`src/design/scancode_set1_to_ascii_defines.svh`:
```
// Assertion macros for the translator RTL.
`ifndef SCANCODE_SET1_TO_ASCII_DEFINES_SVH
`define SCANCODE_SET1_TO_ASCII_DEFINES_SVH

// Check a condition at every clock edge outside reset.
`define SC1A_ASSERT(label, cond, msg) \
  label: assert property (@(posedge clk) disable iff (rst) (cond)) else $error(msg);

// Check that a trigger implies a consequence in the next cycle.
`define SC1A_ASSERT_NEXT(label, trig, cons, msg) \
  label: assert property (@(posedge clk) disable iff (rst) (trig) |=> (cons)) else $error(msg);

`endif

```
`src/design/sc1a_pkg.sv`:
```
package sc1a_pkg;

  localparam int unsigned CharW = 7;
  localparam int unsigned MaxBytes = 3;

  localparam logic [7:0] SC_LSHIFT_MAKE  = 8'h2A;
  localparam logic [7:0] SC_LSHIFT_BREAK = 8'hAA;
  localparam logic [7:0] SC_RSHIFT_MAKE  = 8'h36;
  localparam logic [7:0] SC_RSHIFT_BREAK = 8'hB6;
  localparam logic [7:0] SC_PREFIX       = 8'hE0;
  localparam logic [7:0] SC_CTRL_MAKE    = 8'h1D;
  localparam logic [7:0] SC_CTRL_BREAK   = 8'h9D;
  localparam logic [7:0] SC_ALT_MAKE     = 8'h38;
  localparam logic [7:0] SC_ALT_BREAK    = 8'hB8;
  localparam logic [7:0] SC_UP           = 8'h48;
  localparam logic [7:0] SC_DOWN         = 8'h50;
  localparam logic [7:0] SC_RIGHT        = 8'h4D;
  localparam logic [7:0] SC_LEFT         = 8'h4B;
  localparam logic [7:0] TABLE_LEN       = 8'd58;

  localparam logic [6:0] ASCII_ESC      = 7'h1B;
  localparam logic [6:0] ASCII_LBRACKET = 7'h5B;
  localparam logic [6:0] ASCII_A        = 7'h41;
  localparam logic [6:0] ASCII_B        = 7'h42;
  localparam logic [6:0] ASCII_C        = 7'h43;
  localparam logic [6:0] ASCII_D        = 7'h44;
  localparam logic [6:0] ASCII_LOWER_A  = 7'h61;
  localparam logic [6:0] ASCII_LOWER_Z  = 7'h7A;
  localparam logic [6:0] CTRL_OFFSET    = 7'h60;

  localparam logic [6:0] PLAIN_MAP [58] = '{
    7'h00, 7'h1B, 7'h31, 7'h32, 7'h33, 7'h34, 7'h35, 7'h36, 7'h37, 7'h38, 7'h39, 7'h30,
    7'h2D, 7'h3D, 7'h08, 7'h09, 7'h71, 7'h77, 7'h65, 7'h72, 7'h74, 7'h79, 7'h75, 7'h69,
    7'h6F, 7'h70, 7'h5B, 7'h5D, 7'h0A, 7'h00, 7'h61, 7'h73, 7'h64, 7'h66, 7'h67, 7'h68,
    7'h6A, 7'h6B, 7'h6C, 7'h3B, 7'h27, 7'h60, 7'h00, 7'h5C, 7'h7A, 7'h78, 7'h63, 7'h76,
    7'h62, 7'h6E, 7'h6D, 7'h2C, 7'h2E, 7'h2F, 7'h00, 7'h00, 7'h00, 7'h20
  };

  localparam logic [6:0] UPPER_MAP [58] = '{
    7'h00, 7'h1B, 7'h21, 7'h40, 7'h23, 7'h24, 7'h25, 7'h5E, 7'h26, 7'h2A, 7'h28, 7'h29,
    7'h5F, 7'h2B, 7'h08, 7'h09, 7'h51, 7'h57, 7'h45, 7'h52, 7'h54, 7'h59, 7'h55, 7'h49,
    7'h4F, 7'h50, 7'h7B, 7'h7D, 7'h0A, 7'h00, 7'h41, 7'h53, 7'h44, 7'h46, 7'h47, 7'h48,
    7'h4A, 7'h4B, 7'h4C, 7'h3A, 7'h22, 7'h7E, 7'h00, 7'h7C, 7'h5A, 7'h58, 7'h43, 7'h56,
    7'h42, 7'h4E, 7'h4D, 7'h3C, 7'h3E, 7'h3F, 7'h00, 7'h00, 7'h00, 7'h20
  };

  typedef struct packed {
    logic [1:0]                  len;
    logic [MaxBytes-1:0][CharW-1:0] bytes;
  } run_t;

endpackage

```
`src/design/scancode_set1_to_ascii.sv`:
```
// Scancode set 1 to ASCII translator.
// Input channel: in_valid/in_ready with one raw set-1 byte on scancode.
// Output channel: out_valid/out_ready with out_char and is_last; is_last
// marks the final byte of the run caused by one scancode.
// Modifier and prefix codes, releases and unmapped keys produce no bytes
// (an unmapped key gives a lone ESC when alt is held). A key yields one or
// two bytes (ESC before it when alt is held), an extended arrow three (ESC '[' letter).
// Path: the first byte of a run passes the run queue, the emitter's run
// register and the output register. Throughput: one output byte per cycle
// while the receiver takes them; the single output register drains the
// run queue. Scancodes with no output never enter the queue.
// A run queue of QUEUE_DEPTH entries sits between the decoder and the
// emitter; in_ready drops only while it is full.
// Reset clears shift, ctrl, alt, the pending prefix, the queue and
// out_valid. When the receiver stalls, the output byte holds, the queue
// fills, and then input stalls; no state is lost.
module scancode_set1_to_ascii #(
  parameter int unsigned QUEUE_DEPTH = 2
) (
  input  logic       clk,
  input  logic       rst,
  input  logic       in_valid,
  output logic       in_ready,
  input  logic [7:0] scancode,
  output logic       out_valid,
  input  logic       out_ready,
  output logic [6:0] out_char,
  output logic       is_last
);

  logic           push, push_ready, run_valid, pop;
  sc1a_pkg::run_t push_run, pop_run;

  sc1a_front u_front (
    .clk        (clk),
    .rst        (rst),
    .in_valid   (in_valid),
    .in_ready   (in_ready),
    .scancode   (scancode),
    .push       (push),
    .push_ready (push_ready),
    .run        (push_run)
  );

  sc1a_queue #(
    .Depth (QUEUE_DEPTH)
  ) u_queue (
    .clk        (clk),
    .rst        (rst),
    .push       (push),
    .push_ready (push_ready),
    .push_run   (push_run),
    .pop_valid  (run_valid),
    .pop        (pop),
    .pop_run    (pop_run)
  );

  sc1a_back u_back (
    .clk       (clk),
    .rst       (rst),
    .run_valid (run_valid),
    .pop       (pop),
    .run       (pop_run),
    .out_valid (out_valid),
    .out_ready (out_ready),
    .out_char  (out_char),
    .is_last   (is_last)
  );

endmodule

```
`src/design/sc1a_front.sv`:
```
module sc1a_front (
  input  logic              clk,
  input  logic              rst,
  input  logic              in_valid,
  output logic              in_ready,
  input  logic [7:0]        scancode,
  output logic              push,
  input  logic              push_ready,
  output sc1a_pkg::run_t    run
);

  logic shift_held, ctrl_held, alt_held, prefix_pending;
  logic shift_next, ctrl_next, alt_next, prefix_next;
  logic accept;
  logic [6:0] ch;

  assign in_ready = push_ready;
  assign accept   = in_valid && push_ready;
  assign push     = accept && (run.len != 2'd0);

  always_comb begin
    shift_next  = shift_held;
    ctrl_next   = ctrl_held;
    alt_next    = alt_held;
    prefix_next = prefix_pending;
    run         = '0;
    ch          = '0;
    priority if (scancode == sc1a_pkg::SC_LSHIFT_MAKE ||
                 scancode == sc1a_pkg::SC_RSHIFT_MAKE) begin
      shift_next = 1'b1;
    end else if (scancode == sc1a_pkg::SC_LSHIFT_BREAK ||
                 scancode == sc1a_pkg::SC_RSHIFT_BREAK) begin
      shift_next = 1'b0;
    end else if (scancode == sc1a_pkg::SC_PREFIX) begin
      prefix_next = 1'b1;
    end else if (scancode == sc1a_pkg::SC_CTRL_MAKE) begin
      ctrl_next   = 1'b1;
      prefix_next = 1'b0;
    end else if (scancode == sc1a_pkg::SC_CTRL_BREAK) begin
      ctrl_next   = 1'b0;
      prefix_next = 1'b0;
    end else if (scancode == sc1a_pkg::SC_ALT_MAKE) begin
      alt_next    = 1'b1;
      prefix_next = 1'b0;
    end else if (scancode == sc1a_pkg::SC_ALT_BREAK) begin
      alt_next    = 1'b0;
      prefix_next = 1'b0;
    end else if (scancode[7]) begin
      prefix_next = 1'b0;
    end else if (prefix_pending) begin
      prefix_next  = 1'b0;
      run.bytes[0] = sc1a_pkg::ASCII_ESC;
      run.bytes[1] = sc1a_pkg::ASCII_LBRACKET;
      priority if (scancode == sc1a_pkg::SC_UP) begin
        run.bytes[2] = sc1a_pkg::ASCII_A;
        run.len      = 2'd3;
      end else if (scancode == sc1a_pkg::SC_DOWN) begin
        run.bytes[2] = sc1a_pkg::ASCII_B;
        run.len      = 2'd3;
      end else if (scancode == sc1a_pkg::SC_RIGHT) begin
        run.bytes[2] = sc1a_pkg::ASCII_C;
        run.len      = 2'd3;
      end else if (scancode == sc1a_pkg::SC_LEFT) begin
        run.bytes[2] = sc1a_pkg::ASCII_D;
        run.len      = 2'd3;
      end else begin
        run.len = 2'd0;
      end
    end else begin
      if (scancode < sc1a_pkg::TABLE_LEN) begin
        ch = shift_held ? sc1a_pkg::UPPER_MAP[scancode[5:0]]
                        : sc1a_pkg::PLAIN_MAP[scancode[5:0]];
      end
      if (ctrl_held && ch >= sc1a_pkg::ASCII_LOWER_A && ch <= sc1a_pkg::ASCII_LOWER_Z) begin
        ch = ch - sc1a_pkg::CTRL_OFFSET;
      end
      if (alt_held) begin
        run.bytes[0] = sc1a_pkg::ASCII_ESC;
        run.bytes[1] = ch;
        run.len      = (ch != 7'd0) ? 2'd2 : 2'd1;
      end else begin
        run.bytes[0] = ch;
        run.len      = (ch != 7'd0) ? 2'd1 : 2'd0;
      end
    end
  end

  always_ff @(posedge clk) begin
    if (rst) begin
      shift_held     <= 1'b0;
      ctrl_held      <= 1'b0;
      alt_held       <= 1'b0;
      prefix_pending <= 1'b0;
    end else if (accept) begin
      shift_held     <= shift_next;
      ctrl_held      <= ctrl_next;
      alt_held       <= alt_next;
      prefix_pending <= prefix_next;
    end
  end

endmodule

```
`src/design/sc1a_queue.sv`:
```
module sc1a_queue #(
  parameter int unsigned Depth = 2
) (
  input  logic           clk,
  input  logic           rst,
  input  logic           push,
  output logic           push_ready,
  input  sc1a_pkg::run_t push_run,
  output logic           pop_valid,
  input  logic           pop,
  output sc1a_pkg::run_t pop_run
);

  localparam int unsigned PtrW = (Depth > 1) ? $clog2(Depth) : 1;
  localparam int unsigned CntW = $clog2(Depth + 1);
  localparam logic [PtrW-1:0] LastPtr = PtrW'(Depth - 1);
  localparam logic [CntW-1:0] FullCnt = CntW'(Depth);

  sc1a_pkg::run_t  mem [Depth];
  logic [PtrW-1:0] wr_ptr, rd_ptr;
  logic [CntW-1:0] count;
  logic            do_push, do_pop;

  assign push_ready = (count != FullCnt);
  assign pop_valid  = (count != '0);
  assign do_push    = push && push_ready;
  assign do_pop     = pop && pop_valid;
  assign pop_run    = mem[rd_ptr];

  always_ff @(posedge clk) begin
    if (do_push) begin
      mem[wr_ptr] <= push_run;
    end
  end

  always_ff @(posedge clk) begin
    if (rst) begin
      wr_ptr <= '0;
      rd_ptr <= '0;
      count  <= '0;
    end else begin
      if (do_push) begin
        wr_ptr <= (wr_ptr == LastPtr) ? '0 : PtrW'(wr_ptr + 1'b1);
      end
      if (do_pop) begin
        rd_ptr <= (rd_ptr == LastPtr) ? '0 : PtrW'(rd_ptr + 1'b1);
      end
      if (do_push && !do_pop) begin
        count <= CntW'(count + 1'b1);
      end else if (do_pop && !do_push) begin
        count <= CntW'(count - 1'b1);
      end
    end
  end

endmodule

```
`src/design/sc1a_back.sv`:
```
`include "scancode_set1_to_ascii_defines.svh"

module sc1a_back (
  input  logic           clk,
  input  logic           rst,
  input  logic           run_valid,
  output logic           pop,
  input  sc1a_pkg::run_t run,
  output logic           out_valid,
  input  logic           out_ready,
  output logic [6:0]     out_char,
  output logic           is_last
);

  sc1a_pkg::run_t cur;
  logic       busy;
  logic [1:0] idx;
  logic       out_free, emit, last_byte;

  assign out_free  = !out_valid || out_ready;
  assign emit      = busy && out_free;
  assign last_byte = (idx == 2'(cur.len - 2'd1));
  assign pop       = run_valid && (!busy || (emit && last_byte));

  // Load the next run as the last byte of the current one leaves.
  always_ff @(posedge clk) begin
    if (rst) begin
      busy <= 1'b0;
      idx  <= '0;
    end else if (pop) begin
      busy <= 1'b1;
      idx  <= '0;
    end else if (emit && last_byte) begin
      busy <= 1'b0;
    end else if (emit) begin
      idx <= 2'(idx + 2'd1);
    end
  end

  always_ff @(posedge clk) begin
    if (pop) begin
      cur <= run;
    end
  end

  always_ff @(posedge clk) begin
    if (rst) begin
      out_valid <= 1'b0;
    end else if (out_free) begin
      out_valid <= emit;
    end
  end

  always_ff @(posedge clk) begin
    if (emit) begin
      out_char <= cur.bytes[idx];
      is_last  <= last_byte;
    end
  end

  `SC1A_ASSERT(a_idx_in_run, !busy || (cur.len != 2'd0 && idx < cur.len), "byte index past run")
  `SC1A_ASSERT_NEXT(a_run_continues, out_valid && out_ready && !is_last, out_valid, "gap in run")
  `SC1A_ASSERT(a_pop_at_end, !pop || !busy || (emit && last_byte), "run popped while busy")

endmodule

```
`config.mk`:
```
export PLATFORM = sky130hd
export DESIGN_NAME = scancode_set1_to_ascii
export DESIGN_NICKNAME = d
export VERILOG_FILES = /design/src/design/sc1a_pkg.sv /design/src/design/scancode_set1_to_ascii.sv /design/src/design/sc1a_front.sv /design/src/design/sc1a_queue.sv /design/src/design/sc1a_back.sv
export VERILOG_INCLUDE_DIRS = /design/src /design/src/design
export SDC_FILE = /design/constraint.sdc
export NUM_CORES = 1
export LEC_CHECK = 0
export BUFFER_PORTS_ARGS = -buffer_cell sky130_fd_sc_hd__clkbuf_2
export CAP_MARGIN = 20
export CORE_UTILIZATION = 60
export CTS_BUF_LIST = sky130_fd_sc_hd__clkbuf_8
export DETAILED_ROUTE_END_ITERATION = 7
export PLACE_DENSITY = 0.8
export SLEW_MARGIN = 40
export SYNTH_ARGS = -nofsm -noshare
export SYNTH_HDL_FRONTEND = slang
export SYNTH_HIERARCHICAL = 1
export SYNTH_SLANG_ARGS = --single-unit
```
`constraint.sdc`:
```
create_clock -name clk -period 6.66 [get_ports clk]
set_input_delay 0 -clock clk [delete_from_list [all_inputs] [get_ports clk]]
set_output_delay 0 -clock clk [all_outputs]
set_load 0.03 [all_outputs]
```
; ---- Word level (Yosys, flattened, before mapping)
; Memory sizes are Yosys's and may differ from the RTL's. A register that Yosys moved wholly into a read port is not among the register bits.
; Cells that the tools add are included.
[totals]
romBits = 896
reg_bits = 20
mem_count = 3
inputBits = 12
ramBits = 46
output_inout_bits = 10
wordCells = 145
[mem_list]
columns = name, depth, width, read_ports, rd_clocked_by_memory_dff, write_ports, line_no
row1 = (name not given), 64, 7, 1, 0, 0, sc1a_front.sv:71  ; ch = shift_held ? sc1a_pkg::UPPER_MAP[scancode[5:0]]
row2 = (name not given), 64, 7, 1, 0, 0, sc1a_front.sv:72  ; : sc1a_pkg::PLAIN_MAP[scancode[5:0]];
row3 = u_queue.mem, 2, 23, 1, 1, 1, sc1a_queue.sv:19  ; sc1a_pkg::run_t mem [Depth];
[op_classes]
n_eq_ne = 15
n_bitwise = 7
n_mux = 63
addsub = 7
n_reduce_logical = 33
order_cmp = 5
[op_table]
columns = op, n
row1 = 2-to-1 mux 7 bit, 30
row2 = 2-to-1 mux 23 bit, 8
row3 = "== test 8 bit, second input constant", 5
row4 = "== test 8 x 7 -> 1 bit, second input constant", 4
row5 = 2-to-1 mux 9 bit, 3
row6 = "== test 8 x 6 -> 1 bit, second input constant", 3
row7 = binary-select mux 7 bit (select 2 bit), 1
row8 = "greater-or-equal comparator 7 bit, second input constant", 2
row9 = 2-to-1 mux 1 bit, 14
row10 = 2-to-1 mux 14 bit, 1
row11 = nonzero test 2 bit, 7
row12 = 2-to-1 mux 2 bit, 6
row13 = logical AND 1 bit, 11
row14 = "== test 8 x 5 -> 1 bit, second input constant", 1
row15 = "less-than comparator 8 x 6 -> 1 bit, second input constant", 1
row16 = "less-or-equal comparator 7 bit, second input constant", 1
row17 = inverter 6 -> 7 bit, 1
row18 = AND reduction 7 bit, 1
row19 = nonzero test 7 bit, 1
row20 = "subtractor 7 bit, second input constant", 1
row21 = inverter 1 bit, 6
row22 = AND reduction 5 bit, 1
row23 = "adder 2 x 1 -> 2 bit, second input constant", 2
row24 = logical NOT 1 bit, 4
row25 = 9 further kinds, 15

; ---- Longest topological paths before layout
[logic_depth]
word_depth = 47
ltp_mapped = 22
ltp_nobuf = 20

; ---- Modules after synthesis
; Netlist, hierarchy kept.
[by_module_without_submodules]
columns = module, cells_per_inst, seq_area_each_um2, area_each_um2, n_inst
row1 = sc1a_front, 308, 80.1, 2078.2, 1
row2 = sc1a_queue, 95, 1481.4, 1873.0, 1
row3 = sc1a_back, 88, 1011.0, 1351.3, 1

; ---- Worst setup path before layout
; No wires, ideal clock.
[synth_timing]
path_kind = in2reg
start = input scancode[1]
end = memory u_queue/mem[1][0] in the netlist's numbering, enable pin
path_buffers = 1
setup_ps = 382
t_arrival_ps = 3914
path_slack_ps = 2364
t_required_ps = 6278
path_stages = 15
cell_sequence = buf_2 > inv_1 > ha_1 > or4b_1 > o311ai_1 > a32oi_1 > o221a_1 > nand4b_4 > o311a_1 > a311o_1 > a211o_1 > ha_1 > nor3_1 > nor3_1 > and3_1
[synth_between]
elab_chain_len = 45
word_cells_on_any_way = 71
cone_classes = add/sub (1) / order compare (3) / eq/ne (13) / mux (43) / bitwise (1) / reduce/logical (8) / memory (2)
[synth_lines]
columns = item, line_no
row1 = start: declaration, scancode_set1_to_ascii.sv:24  ; input logic [7:0] scancode,
row2 = inverter 6 -> 7 bit (not written as such), "sc1a_front.sv:71, sc1a_front.sv:72"
row3 = memory read (64 x 7 bit) (on tied branches), -
row4 = 2-to-1 mux 7 bit (on tied branches) (2 in a row), "sc1a_front.sv:72, sc1a_front.sv:71"
row5 = 2-to-1 mux 7 bit, sc1a_front.sv:71
row6 = 2-to-1 mux 7 bit, sc1a_front.sv:70  ; if (scancode < sc1a_pkg::TABLE_LEN) begin
row7 = 2-to-1 mux 7 bit, sc1a_front.sv:50  ; end else if (prefix_pending) begin
row8 = 2-to-1 mux 7 bit, sc1a_front.sv:48  ; end else if (scancode[7]) begin
row9 = 2-to-1 mux 7 bit, sc1a_front.sv:45  ; end else if (scancode == sc1a_pkg::SC_ALT_BREAK) begin
row10 = (+29 left out), -
row11 = 2-to-1 mux 23 bit, sc1a_front.sv:31  ; end else if (scancode == sc1a_pkg::SC_LSHIFT_BREAK ||
row12 = 2-to-1 mux 23 bit (*), sc1a_front.sv:28  ; priority if (scancode == sc1a_pkg::SC_LSHIFT_MAKE ||
row13 = nonzero test 2 bit (*), sc1a_front.sv:19  ; assign push = accept && (run.len != 2'd0);
row14 = logical AND 1 bit (*), sc1a_front.sv:19
row15 = via push, scancode_set1_to_ascii.sv:31  ; logic push, push_ready, run_valid, pop;
row16 = logical AND 1 bit (*), sc1a_queue.sv:26  ; assign do_push = push && push_ready;
row17 = 2-to-1 mux 1 bit (*), sc1a_queue.sv:31  ; if (do_push) begin
row18 = 2-to-1 mux 1 bit (not written as such) (*), sc1a_queue.sv:32  ; mem[wr_ptr] <= push_run;
row19 = end: declaration, sc1a_queue.sv:19
; Mark *: on every way through the listed nets, which the timed path passes. The rest lies on a longest branch. The select of a mux whose other input is x is not followed.

; ---- Worst setup path after layout
[layout_timing]
start = input scancode[0]
end = register u_queue.count[1]
[layout_between]
elab_chain_len = 46
word_cells_on_any_way = 74
cone_classes = add/sub (1) / order compare (3) / eq/ne (13) / mux (42) / bitwise (1) / reduce/logical (12) / memory (2)
[layout_lines]
columns = item, line_no
row1 = inverter 6 -> 7 bit (not written as such), "sc1a_front.sv:71, sc1a_front.sv:72"
row2 = memory read (64 x 7 bit) (on tied branches), -
row3 = 2-to-1 mux 7 bit (on tied branches) (2 in a row), "sc1a_front.sv:72, sc1a_front.sv:71"
row4 = 2-to-1 mux 7 bit, sc1a_front.sv:71
row5 = 2-to-1 mux 7 bit, sc1a_front.sv:70
row6 = 2-to-1 mux 7 bit, sc1a_front.sv:50
row7 = 2-to-1 mux 7 bit, sc1a_front.sv:48
row8 = 2-to-1 mux 7 bit, sc1a_front.sv:45
row9 = (+31 left out), -
row10 = nonzero test 2 bit (*), sc1a_front.sv:19
row11 = logical AND 1 bit (*), sc1a_front.sv:19
row12 = via push, scancode_set1_to_ascii.sv:31
row13 = logical AND 1 bit (*), sc1a_queue.sv:26
row14 = via u_queue.do_push, sc1a_queue.sv:22  ; logic do_push, do_pop;
row15 = logical NOT 1 bit, sc1a_queue.sv:50  ; end else if (do_pop && !do_push) begin
row16 = logical AND 1 bit, sc1a_queue.sv:50
row17 = nonzero test 2 bit (no line), -
row18 = end signal: assignment, sc1a_queue.sv:49  ; count <= CntW'(count + 1'b1);
row19 = end signal: assignment, sc1a_queue.sv:51  ; count <= CntW'(count - 1'b1);
row20 = end: declaration, sc1a_queue.sv:21  ; logic [CntW-1:0] count;
; Marks and branches as above.
; A chain may end at the register's enable or synchronous reset.

==> impl_metrics.env <==
export IMPL_slew_violations=0
export IMPL_hold_depth=4
export IMPL_final_cell_mix="edfxtp_1, nor2_1, a21oi_1"
export IMPL_hold_viol_final=0
export IMPL_min_path_type="input port to flip-flop"
export IMPL_final_cells=605
export IMPL_gp_congestion=0.985
export IMPL_dpl_instance_area_mm2=0.00536
export IMPL_antenna_found_initial=0
export IMPL_min_delay_worst_endpoint="u_front/shift_held"
export IMPL_drc=0
export IMPL_ant_nets=0
export IMPL_cts_buffers=9
export IMPL_gr_total_overflow=0
export IMPL_clk_latency_ps=350
export IMPL_crit_arrival_ps=4960
export IMPL_path_buf_inv=1
export IMPL_die_h_um=96.0
export IMPL_syn_area_mm2=0.00530
export IMPL_grt_max_degree=57
export IMPL_grt_util_all_layers_pct=27.6
export IMPL_synth_distinct_cells=77
export IMPL_crit_fanout=16
export IMPL_power_density_mw_per_mm2=271
export IMPL_tns_ps=0
export IMPL_crit_path_start_kind="input port"
export IMPL_clkSlewWorstSetupHoldPaths_ps=80
export IMPL_dpl_hpwl_um=8220
export IMPL_slowest_delay_ps=430
export IMPL_fp_row_count=33
export IMPL_rsz0062_at_grt="no"
export IMPL_min_period_ps=4680
export IMPL_initial_core_util_pct=63.3
export IMPL_power_w=0.00151
export IMPL_max_cap_violations=0
export IMPL_r2r_slack_ps=2050
export IMPL_core_mm2=0.00838
export IMPL_cts_resized=0
export IMPL_nets=524
export IMPL_slew_headroom_pct=50.4
export IMPL_vias_per_cell=6.59
export IMPL_synth_avg_cell_area_um2=10.8
export IMPL_cts_hold_buffers=2
export IMPL_cts_root_buffer="clkbuf_8"
export IMPL_drt_iter0_drc=343
export IMPL_io_buffers=21
export IMPL_path_class="input port to flip-flop"
export IMPL_regArea_mm2=0.00257
export IMPL_yosysSeqAreaShare_pct=48.5
export IMPL_die_area_mm2=0.00922
export IMPL_drive_gt1_share_pct=17.6
export IMPL_nFillCells=637
export IMPL_r2r_start="u_front/shift_held"
export IMPL_placed_cells=586
export IMPL_grt_first_pass_wirelength_um=18900
export IMPL_p_leak_nw=1.83
export IMPL_antenna_cells=0
export IMPL_cpLargestDelayFamily="simple AND/OR/NAND/NOR gates"
export IMPL_die_w_um=96.0
export IMPL_vdd_drop_max_mv=0.109
export IMPL_crit_chain="clkbuf_2, ha_1, nor2b_1, mux2i_1, a32o_1, o2bb2ai_1, and2_1, ha_1, and3_1, o311ai_1, a311o_1, a211o_1, ha_1, nor3_1, nor3_1, and2_1, ha_1, or3_1, a21oi_1"
export IMPL_vias=3987
export IMPL_fmax_mhz=214
export IMPL_r2r_end="u_queue/count[1]"
export IMPL_clock_path_buffers=2
export IMPL_syn_inst=491
export IMPL_yosysWarnings=6
export IMPL_pin_count=22
export IMPL_utilization_pct=66.5
export IMPL_ys_ff_latch=90
export IMPL_final_common_cell="edfxtp_1"
export IMPL_status="completed"
export IMPL_setup_viol=0
export IMPL_final_area_mm2=0.00557
export IMPL_htreeDepth=3
export IMPL_cts_tree="built"
export IMPL_routed_wl_um=11800
export IMPL_reg2regPathDepth=15
export IMPL_tightest_slew_ps=743
export IMPL_clkSinkCount=90
export IMPL_min_from="in_valid"
export IMPL_skew_ps=9.61
export IMPL_wl_per_cell_um=19.5
export IMPL_grt_pass1_vias=3799
export IMPL_slowest_stage="ha_1"
export IMPL_synth_edf_count=77
export IMPL_synth_async_reset_ratio_pct=0
export IMPL_cp_common_cell="ha_1"
export IMPL_worstSetupEndpointType="flip-flop"
export IMPL_multi_input_area_mm2=0.00249
export IMPL_yosys_most_used_dff="edfxtp_1"
export IMPL_post_cts_buffers=0
export IMPL_dr_pass1_iters=6
export IMPL_layout_worst_path_cycle_share_pct=70.3
export IMPL_area_delta_synth_final_pct=5.10
export IMPL_cp_required_ps=6940
-- flip-flops by register name (all words and copies together), names as in the netlist, 2 cells and up, named ones only --
signal           cells
u_back/out_char      7
u_queue/count        2
u_queue/mem         46
u_back/idx           2
u_back/cur          23
-- cell usage after synthesis (3+ instances only) --
master	number	area (µm²)
clkbuf_1	9	33.8
o21ai_0	23	115
inv_2	3	11.3
buf_4	7	52.6
a21oi_1	29	145
a31oi_1	5	31.3
a211oi_1	6	45.0
a311oi_1	3	26.3
nor4_1	3	18.8
dfxtp_1	13	260
nor3_1	21	105
mux2_2	23	259
edfxtp_1	77	2310
or3b_1	3	26.3
buf_6	5	56.3
or4_1	5	37.5
mux2i_1	12	120
nand2b_1	12	75.1
buf_2	10	50.1
nor2b_1	14	87.6
and3_1	6	37.5
o311ai_1	6	52.6
o211ai_1	5	37.5
nand3_1	13	65.1
nor2_1	42	158
nand4_1	4	25.0
a32oi_1	3	26.3
o31ai_1	4	30.0
nand2_1	27	101
ha_1	17	213
xor2_1	4	35.0
inv_1	9	33.8
and2_1	10	62.6
o21ai_1	5	25.0
-- worst max-delay path by stage --
stage	from	to	cells past startpoint
3_5_place_dp	scancode[1]	u_queue/count[1]	19
3_3_place_gp	scancode[0]	u_queue/mem[1][10]	16
4_1_cts	scancode[0]	u_queue/count[1]	19
5_1_grt	scancode[0]	u_queue/count[1]	19
2_1_floorplan	scancode[1]	u_queue/mem[1][0]	15
6_report	scancode[0]	u_queue/count[1]	19
-- layout make-up --
cell class | instances | share of cell area (%)
clock inverters | 7 | 0.965
well taps | 105 | 2.36
clock buffers | 9 | 2.22
repair buffers | 25 | 2.69
flip-flops and latches | 90 | 46.2
inverters | 12 | 0.808
multi-input cells | 357 | 44.8
-- stage by stage --
step	hold slack [ps]	worst slack, ps
floorplan	69.1	2360
CTS	18.4	2120
global placement	317	1500
global route	31.2	1710
detailed placement	353	1770
finish	26.2	1980
-- routing by layer --
metal	track usage (%)	wire length, µm
met2	47.0	5790
met1	33.5	4840
met3	4.34	694
met4	15.0	474
met5	0	0
-- power breakdown --
group,internal (W),leakage (nW),switching [W]
combinational,0.000144,0.962,0.000234
clock,0.000137,0.0835,0.000193
sequential,0.000736,0.789,0.0000649
total,0.00102,1.83,0.000493
-- tightest hold or removal path, delay by kind of cell --
kind / cells / cell delay [ps]
AO/OA/AOI/OAI: 1 / 70
buffers and inverters: 1 / 90
AND/OR/NAND/NOR: 2 / 170
-- cell families after synthesis --
group           count (synthesis)  share of synthesized area (%)
simple gates                  172                           17.3
compound gates                122                           16.6
flops                          90                           48.5
other cells                     1                         0.0707
xor+xnor                        6                          0.991
fa+ha+maj                      17                           4.01
buf+inv                        46                           4.72
mux                            37                           7.79
Power figures use the tool's default switching activity.
